### config.mk
export PLATFORM = sky130hd
export DESIGN_NAME = bcr_interp
export DESIGN_NICKNAME = d
export VERILOG_FILES = /design/src/rtl/bcr_pkg.sv /design/src/rtl/bcr_interp.sv
export SDC_FILE = /design/constraint.sdc
export NUM_CORES = 2
export LEC_CHECK = 0
export BUFFER_PORTS_ARGS = -buffer_cell sky130_fd_sc_hd__buf_2
export CORE_ASPECT_RATIO = 1.4
export CORE_MARGIN = 8
export CORE_UTILIZATION = 30
export DETAILED_ROUTE_END_ITERATION = 6
export PLACE_DENSITY_LB_ADDON = 0.3
export RECOVER_POWER = 25
export SETUP_SLACK_MARGIN = 0.1
export SYNTH_ARGS = -nofsm -noshare
export SYNTH_HDL_FRONTEND = slang
export SYNTH_SLANG_ARGS = --single-unit
### constraint.sdc
create_clock -name clk -period 19.7 [get_ports clk]
set_input_delay 0.985 -clock clk [delete_from_list [all_inputs] [get_ports clk]]
set_output_delay 0.985 -clock clk [all_outputs]
set_load 0.03 [all_outputs]
### src/rtl/bcr_pkg.sv
package bcr_pkg;

    localparam int MAX_SRC_WIDTH  = 512;
    localparam int MAX_SRC_HEIGHT = 512;
    localparam int FRACTION_BITS  = 16;
    localparam int STEP_FRAC      = 16;
    localparam int XW = $clog2(MAX_SRC_WIDTH);
    localparam int YW = $clog2(MAX_SRC_HEIGHT);
    localparam int AW = XW + YW;
    // sample width: pixel Q8.F plus headroom for overshoot
    localparam int SW = FRACTION_BITS + 14;

    localparam logic OP_LOAD    = 1'b0;
    localparam logic OP_REQUEST = 1'b1;

    localparam logic [1:0] REG_SRC_WIDTH  = 2'd0;
    localparam logic [1:0] REG_SRC_HEIGHT = 2'd1;
    localparam logic [1:0] REG_STEP_X     = 2'd2;
    localparam logic [1:0] REG_STEP_Y     = 2'd3;

    typedef struct packed {
        logic        operation;
        logic [11:0] coord_x;
        logic [11:0] coord_y;
        logic [7:0]  pixel_in;
    } in_item_t;

    typedef struct packed {
        logic [11:0] out_x;
        logic [11:0] out_y;
        logic [7:0]  pixel_out;
    } out_item_t;

    typedef struct packed {
        logic [1:0]  index;
        logic [23:0] data;
    } cfg_item_t;

    // interpolator control from the sequencer
    typedef struct packed {
        logic       start;
        logic       load;
        logic [1:0] slot;
        logic       col_pass;
    } interp_ctl_t;

endpackage

### src/rtl/bcr_interp.sv
// One Catmull-Rom pass over four held samples, one multiply per cycle.
module bcr_interp (
    input  logic                       clk,
    input  logic                       rst_n,
    input  bcr_pkg::interp_ctl_t       ctl,
    input  logic signed [bcr_pkg::SW-1:0] sample,
    input  logic [bcr_pkg::FRACTION_BITS-1:0] t,
    output logic                       done,
    output logic signed [bcr_pkg::SW-1:0] result
);

    localparam int F  = bcr_pkg::FRACTION_BITS;
    localparam int SW = bcr_pkg::SW;
    localparam int PW = SW + F + 5;

    logic signed [SW-1:0] p_reg [0:3];
    logic signed [SW+3:0] acc_reg, acc_next;
    logic [3:0]           phase_reg, phase_next;
    logic                 done_reg, done_next;
    logic signed [SW-1:0] result_reg, result_next;
    logic signed [PW-1:0] prod;
    logic signed [SW+3:0] d0, d1, d2;

    always_comb
    begin
        d0 = 3 * ($signed({{4{p_reg[1][SW-1]}}, p_reg[1]}) - p_reg[2]) + p_reg[3] - p_reg[0];
        d1 = 2 * $signed({{4{p_reg[0][SW-1]}}, p_reg[0]}) - 5 * p_reg[1]
             + 4 * p_reg[2] - p_reg[3];
        d2 = $signed({{4{p_reg[2][SW-1]}}, p_reg[2]}) - p_reg[0];
        prod = $signed({1'b0, t}) * acc_reg;
        acc_next    = acc_reg;
        phase_next  = phase_reg;
        done_next   = 1'b0;
        result_next = result_reg;
        priority case (1'b1)
            ctl.start:
            begin
                acc_next   = d0;
                phase_next = 4'b0001;
            end
            phase_reg[0]:
            begin
                acc_next   = d1 + (SW+4)'(prod >>> F);
                phase_next = 4'b0010;
            end
            phase_reg[1]:
            begin
                acc_next   = d2 + (SW+4)'(prod >>> F);
                phase_next = 4'b0100;
            end
            phase_reg[2]:
            begin
                result_next = SW'(p_reg[1] + (prod >>> (F + 1)));
                done_next   = 1'b1;
                phase_next  = 4'b0000;
            end
            default:
            begin
                phase_next = 4'b0000;
            end
        endcase
    end

    always_ff @(posedge clk)
    begin
        if (ctl.load)
        begin
            p_reg[ctl.slot] <= sample;
        end
        acc_reg    <= acc_next;
        result_reg <= result_next;
    end

    always_ff @(posedge clk or negedge rst_n)
    begin
        if (!rst_n)
        begin
            phase_reg <= 4'b0000;
            done_reg  <= 1'b0;
        end
        else
        begin
            phase_reg <= phase_next;
            done_reg  <= done_next;
        end
    end

    assign done   = done_reg;
    assign result = result_reg;

endmodule

Yosys cells after proc, flatten, opt, wreduce, memory -nomap -nowiden
Memories as Yosys holds them, arrays and structs flattened.
Cells that the tools add are included.
{"block": "op_classes", "bitwise_logic": 3, "div": 0, "muxes": 12, "multipliers": 3, "reduce_logical": 2, "n_eq_ne": 0, "n_addsub": 10, "shift": 0, "magnitude_cmp": 0}
{"op": "34-bit 2-to-1 mux", "count": 3}
{"op": "34-bit by 30-bit subtractor with 34-bit output", "count": 2}
{"op": "30-bit by 30-bit subtractor with 31-bit output", "count": 2}
{"op": "17-bit by 34-bit multiplier with 50-bit output", "count": 1}
{"op": "31-bit by 34-bit adder with 34-bit output", "count": 1}
{"op": "34-bit by 30-bit adder with 34-bit output", "count": 1}
{"op": "34-bit by 32-bit adder with 34-bit output", "count": 1}
{"op": "34-bit adder", "count": 1}
{"op": "3-bit by 31-bit multiplier with 34-bit output (first input constant)", "count": 1}
{"op": "4-bit by 30-bit multiplier with 34-bit output (first input constant)", "count": 1}
{"op": "31-bit by 34-bit subtractor with 34-bit output", "count": 1}
{"op": "30-bit adder", "count": 1}
{"op": "3-bit 2-to-1 mux", "count": 3}
{"op": "1-bit 2-to-1 mux", "count": 6}
{"op": "4-bit AND reduction", "count": 1}
{"op": "1-bit NOT", "count": 3}
{"op": "3-bit nonzero test", "count": 1}
{"block": "totals", "inputBits": 53, "n_memories": 1, "ram_bits": 120, "regBits": 68, "rom_bits": 0, "latchBits": 0, "word_cells": 35, "out_inout_bits": 31}
{"name": "p_reg", "depth": 4, "word_bits": 30, "rd": 4, "rd_clocked_by_memory_dff": 0, "write_ports": 1, "line": "bcr_interp.sv:16", "text": "logic signed [SW-1:0] p_reg [0:3];"}

Depth between registers and ports, before layout
An unclocked memory read counts as a cell.
{"block": "depth", "ltp_word": 8, "depth_mapped": 43, "depth_no_buf": 41}

Worst setup path after synthesis
Ideal clock, no wire load.
{"block": "synth_path", "path_type": "in2reg", "start": "input t[2] in the netlist's numbering", "end": "register acc_reg[31] (data pin)", "required_time_ps": 19428, "slack_ps": 8137, "arrival_ps": 11291, "setup_time_ps": 272, "stages": 41, "n_path_buf": 2, "path_cell_list": "clkbuf_1 > clkbuf_1 > nand2_1 > fa_1 > fa_1 > fa_1 > inv_1 > fa_1 > fa_1 > inv_1 > fa_1 > inv_1 > ha_1 > a211o_1 > o211ai_1 > a21oi_1 > a221o_1 > a221o_1 > [5 not listed] > inv_1 > fa_1 > fa_1 > fa_1 > fa_1 > inv_1 > ha_1 > o21ai_0 > o21bai_1 > a211oi_1 > o21ai_0 > a31o_2 > o41ai_2 > o2111ai_1 > nand4b_1 > o31ai_1 > a2111oi_0 > a21oi_1"}
{"block": "synth_between", "elab_chain_len": 5, "word_cells_on_any_way": 6, "cone_classes": "add/sub: 2; mul: 1; mux: 3"}
{"element": "start: declaration", "line": "bcr_interp.sv:7", "text": "input logic [bcr_pkg::FRACTION_BITS-1:0] t,"}
{"element": "17-bit by 34-bit multiplier with 50-bit output (*)", "line": "bcr_interp.sv:30", "text": "prod = $signed({1'b0, t}) * acc_reg;"}
{"element": "31-bit by 34-bit adder with 34-bit output", "line": "bcr_interp.sv:48", "text": "acc_next = d2 + (SW+4)'(prod >>> F);"}
{"element": "34-bit 2-to-1 mux", "line": "bcr_interp.sv:35", "text": "priority case (1'b1)"}
{"element": "34-bit 2-to-1 mux (*) (2 in series)", "line": "bcr_interp.sv:35"}
{"element": "named net acc_next[31]", "line": "bcr_interp.sv:17", "text": "logic signed [SW+3:0] acc_reg, acc_next;"}
{"element": "end signal: assignment", "line": "bcr_interp.sv:70", "text": "acc_reg <= acc_next;"}
{"element": "end: declaration", "line": "bcr_interp.sv:17"}
The timed path passes the listed nets; every way through them passes the cells marked *. The select of a mux whose other input is x is not followed.
A chain may end at the register's enable or synchronous reset.

Worst setup path in the final report
{"block": "layout_path", "start": "input t[5] in the netlist's numbering", "end": "register acc_reg[33] (data pin)"}
Same word-level chain as after synthesis.

==> qor_table.md <==
| Parameter | Reported | Unit |
|:---|:---|:---|
| TNS Setup | 0 | ns |
| Core region area | 127000 | µm² |
| Highest fanout seen on the critical path | 34 | - |
| Worst path slowest cell | a311oi_1 | - |
| Dominant cell type by area after synthesis | fa_1 | - |
| Fraction of post-synthesis cell area in the top cell type by area | 38.4 | % |
| Final estimated routing congestion in global placement | 0.879 | - |
| Number of synthesized flops with an enable pin | 184 | - |
| Count of unique library cells instantiated by Yosys | 78 | - |
| Clock buffer depth | 2 | - |
| Highest Clock Rate | 74.8 | MHz |
| Worst setup slack for register-to-register paths | 6.50 | ns |
| Startpoint types | input port | - |
| Synth top area cells | fa_1 (38%), edfxtp_1 (14%), ha_1 (12%), inv_1 (8.1%), nand2_1 (4.2%) | - |
| Number of hold-repair buffers added at the cts stage | 0 | - |
| Die footprint | 139000 | µm² |
| Post-synthesis async set-or-reset flop share | 2.13 | % |
| Remaining Overflow, GRT | 0 | - |
| Data required time at the worst endpoint | 19.93 | ns |
| Number of vias per cell after detailed routing | 4.77 | - |
| Antenna Violating Nets Remaining | 0 | - |
| Largest clock skew in the final design | 0.0216 | ns |
| Layout cells sized above 1 | 3.56 | % |
| Overall routed net length | 103 | mm |
| Count of H-tree levels built during CTS | 4 | - |
| Setup violation total in the final timing report | 0 | - |
| Number of pins with negative max-slew slack in the final report | 0 | - |
| Port Buffer Count | 82 | - |
| Cell class contributing the biggest share of worst-path delay | adder cells | - |
| Largest net degree at the start of global routing | 52 | - |
| Buf+Inv Stages, Crit Path | 7 | - |
| Number of standard-cell rows in the floorplan | 155 | - |
| Global routing usage summed across all routing layers | 15.3 | % |
| Final Hold Viols | 0 | - |
| Sequential cell area fraction in the yosys report | 14.7 | % |
| Slowest Stage Delay on Critical Path | 0.75 | ns |
| CP endpoint kind | register | - |
| Clock sink total | 188 | - |
| Max-capacitance violation count | 0 | - |
| Latest clock arrival within the worst-skew pair | 0.49 | ns |
| R2R Path Start | acc_reg[14] | - |
| Type of the worst min-delay path | input port to async pin | - |
| Worst slew slack as a fraction of its limit | 32.7 | % |
| First element of the critical path | t[5] | - |
| Number of antenna violations at the first check in global routing | 6 | - |
| Area added between synthesis and finish | 7.15 | % |
| #FFs+latches synth | 188 | - |
| Post-Syn Area | 38100 | µm² |
| Post-synthesis cell count | 3890 | - |
| Critical path class | input port to register | - |
| Final period utilization | 67.9 | % |
| Arrival time at the worst endpoint | 13.59 | ns |
| Net count of the mapped netlist | 5046 | - |
| Initial DRC count | 1229 | - |
| HPWL reported at the end of detailed placement | 84.8 | mm |
| Ports placed on the boundary | 84 | - |
| Outcome | completed | - |
| Gates resized, CTS repair | 0 | - |
| Avg Cell Area, Syn | 9.81 | µm² |
| Overall die height | 438 | µm |
| Number of buffers created by CTS | 17 | - |
| Initial core utilization | 30.1 | % |
| CTS clock-pin slew for the worst setup and hold paths | 0.08 | ns |
| Via total after detailed routing | 26500 | - |
| DRC Markers | 0 | - |
| Most numerous cell on the critical path | fa_1 | - |
| Root buffer cell | clkbuf_16 | - |
| Predominant post-synthesis flop cell | edfxtp_1 | - |
| Post-CTS setup buffer count | 0 | - |
| Via count of the first global-routing pass | 29900 | - |
| Clock tree from TritonCTS | done | - |
| RSZ-0062 raised after global routing | false | - |
| Measured slew at the worst slew-check pin | 1.01 | ns |
| Count of warnings emitted by yosys | 0 | - |
| Max reg flops | 120 | - |
| Wire length per cell after detailed routing | 18.5 | µm |
| Number of search-and-repair iterations in the first detailed-routing pass | 5 | - |
| Net total in the final layout | 5052 | - |
| Width of the chip | 317 | µm |
| Shortest period the worst path allows | 13.37 | ns |
| First-pass GRT wire length | 166 | mm |
[cell type report]
class / count / area (µm²)
fillers: 13300 / 86000
multi-input cells: 2761 / 29000
flip-flops and latches: 188 / 5630
inverters: 826 / 3100
well taps: 1648 / 2060
repair buffers: 102 / 528
clock buffers: 19 / 433
clock inverters: 12 / 105
diodes: 3 / 7.51
[synthesized netlist by cell type (15+ instances only)]
cell and n:
a211oi_1 37, a21o_1 89, a21oi_1 163, a31oi_1 21, and2_1 207, and3_1 20, clkbuf_1 108, edfxtp_1 184
fa_1 731, ha_1 372, inv_1 826, nand2_1 424, nand2b_1 18, nand3_1 37, nor2_1 106, nor2b_1 15
nor3_1 35, o21a_1 20, o21ai_0 75, o21bai_1 29, xnor2_1 115, xor2_1 68
[logic make-up after synthesis]
group,count (synthesis),synth area share [%]
fa+ha+maj,1103,50.6
buf+inv,941,9.26
simple gates,928,11.7
compound gates,533,9.18
flops,188,14.7
xor+xnor,183,4.20
mux,14,0.377
[through the flow]
step	hold slack, ns	util (%)	cells	instance area, µm²	setup WS [ns]
after floorplan	0.460	-	3890	38100	8.14
after global placement	0.502	31.8	5525	40400	5.92
final	0.340	32.2	5559	40900	6.33
after CTS	0.269	32.2	5556	40900	6.43
after detailed placement	0.506	31.8	5525	40400	5.89
after global routing	0.347	32.2	5557	40900	5.99
[placed cells by master (no fill, tap or decap), types with 5 or more instances in the layout]
cell type,count
buf_4,20
nand3_1,37
a21o_1,89
o21bai_1,29
o21a_1,20
xor2_1,68
or3_1,12
o21ai_0,75
nor3_1,35
a211oi_1,37
nor2_1,104
a21oi_2,5
nand4_1,10
nand2_1,424
buf_2,56
xnor2_1,115
a221o_1,7
nor3b_1,5
a21oi_1,163
a31oi_1,21
a211o_1,10
o31ai_1,10
nand2b_1,18
clkbuf_16,17
inv_6,6
ha_1,372
or2_2,8
inv_1,826
fa_1,731
edfxtp_1,184
nor2b_1,15
mux2i_1,11
clkbuf_1,28
o211ai_1,8
and2_1,207
and3_1,19
nor4_1,6
and4_1,10
[worst reg2reg max path, delay by kind of cell, from the launching register on]
kind            cells  cell delay, ns
fa+ha+maj          12            5.84
compound gates      7            2.87
simple gates        7            1.75
flops               1            0.79
xor+xnor            2            0.68
buf+inv             7            0.65
mux                 2            0.37
[path summary, 6_finish.rpt]
check / cells after the start / endpoint
hold reg to reg: 2 / done
max in group asynchronous: 1 / phase_reg[0]
min in group clk: 2 / done
setup reg to reg: 37 / acc_reg[33]
setup / recovery: 37 / acc_reg[33]
hold / removal: 1 / phase_reg[2]
[metal layers]
| layer | track usage [%] | wire length (µm) | up-vias |
|---|---|---|---|
| met5 | 0 | 0 | - |
| met2 | 28.8 | 55400 | 461 |
| li1 | - | - | 12300 |
| met4 | 5.52 | 3470 | 0 |
| met1 | 17.9 | 41200 | 13600 |
| met3 | 1.21 | 2700 | 181 |
Power is not shown: default switching activity piles up to over one toggle a cycle in this logic, so the estimate is an artifact.
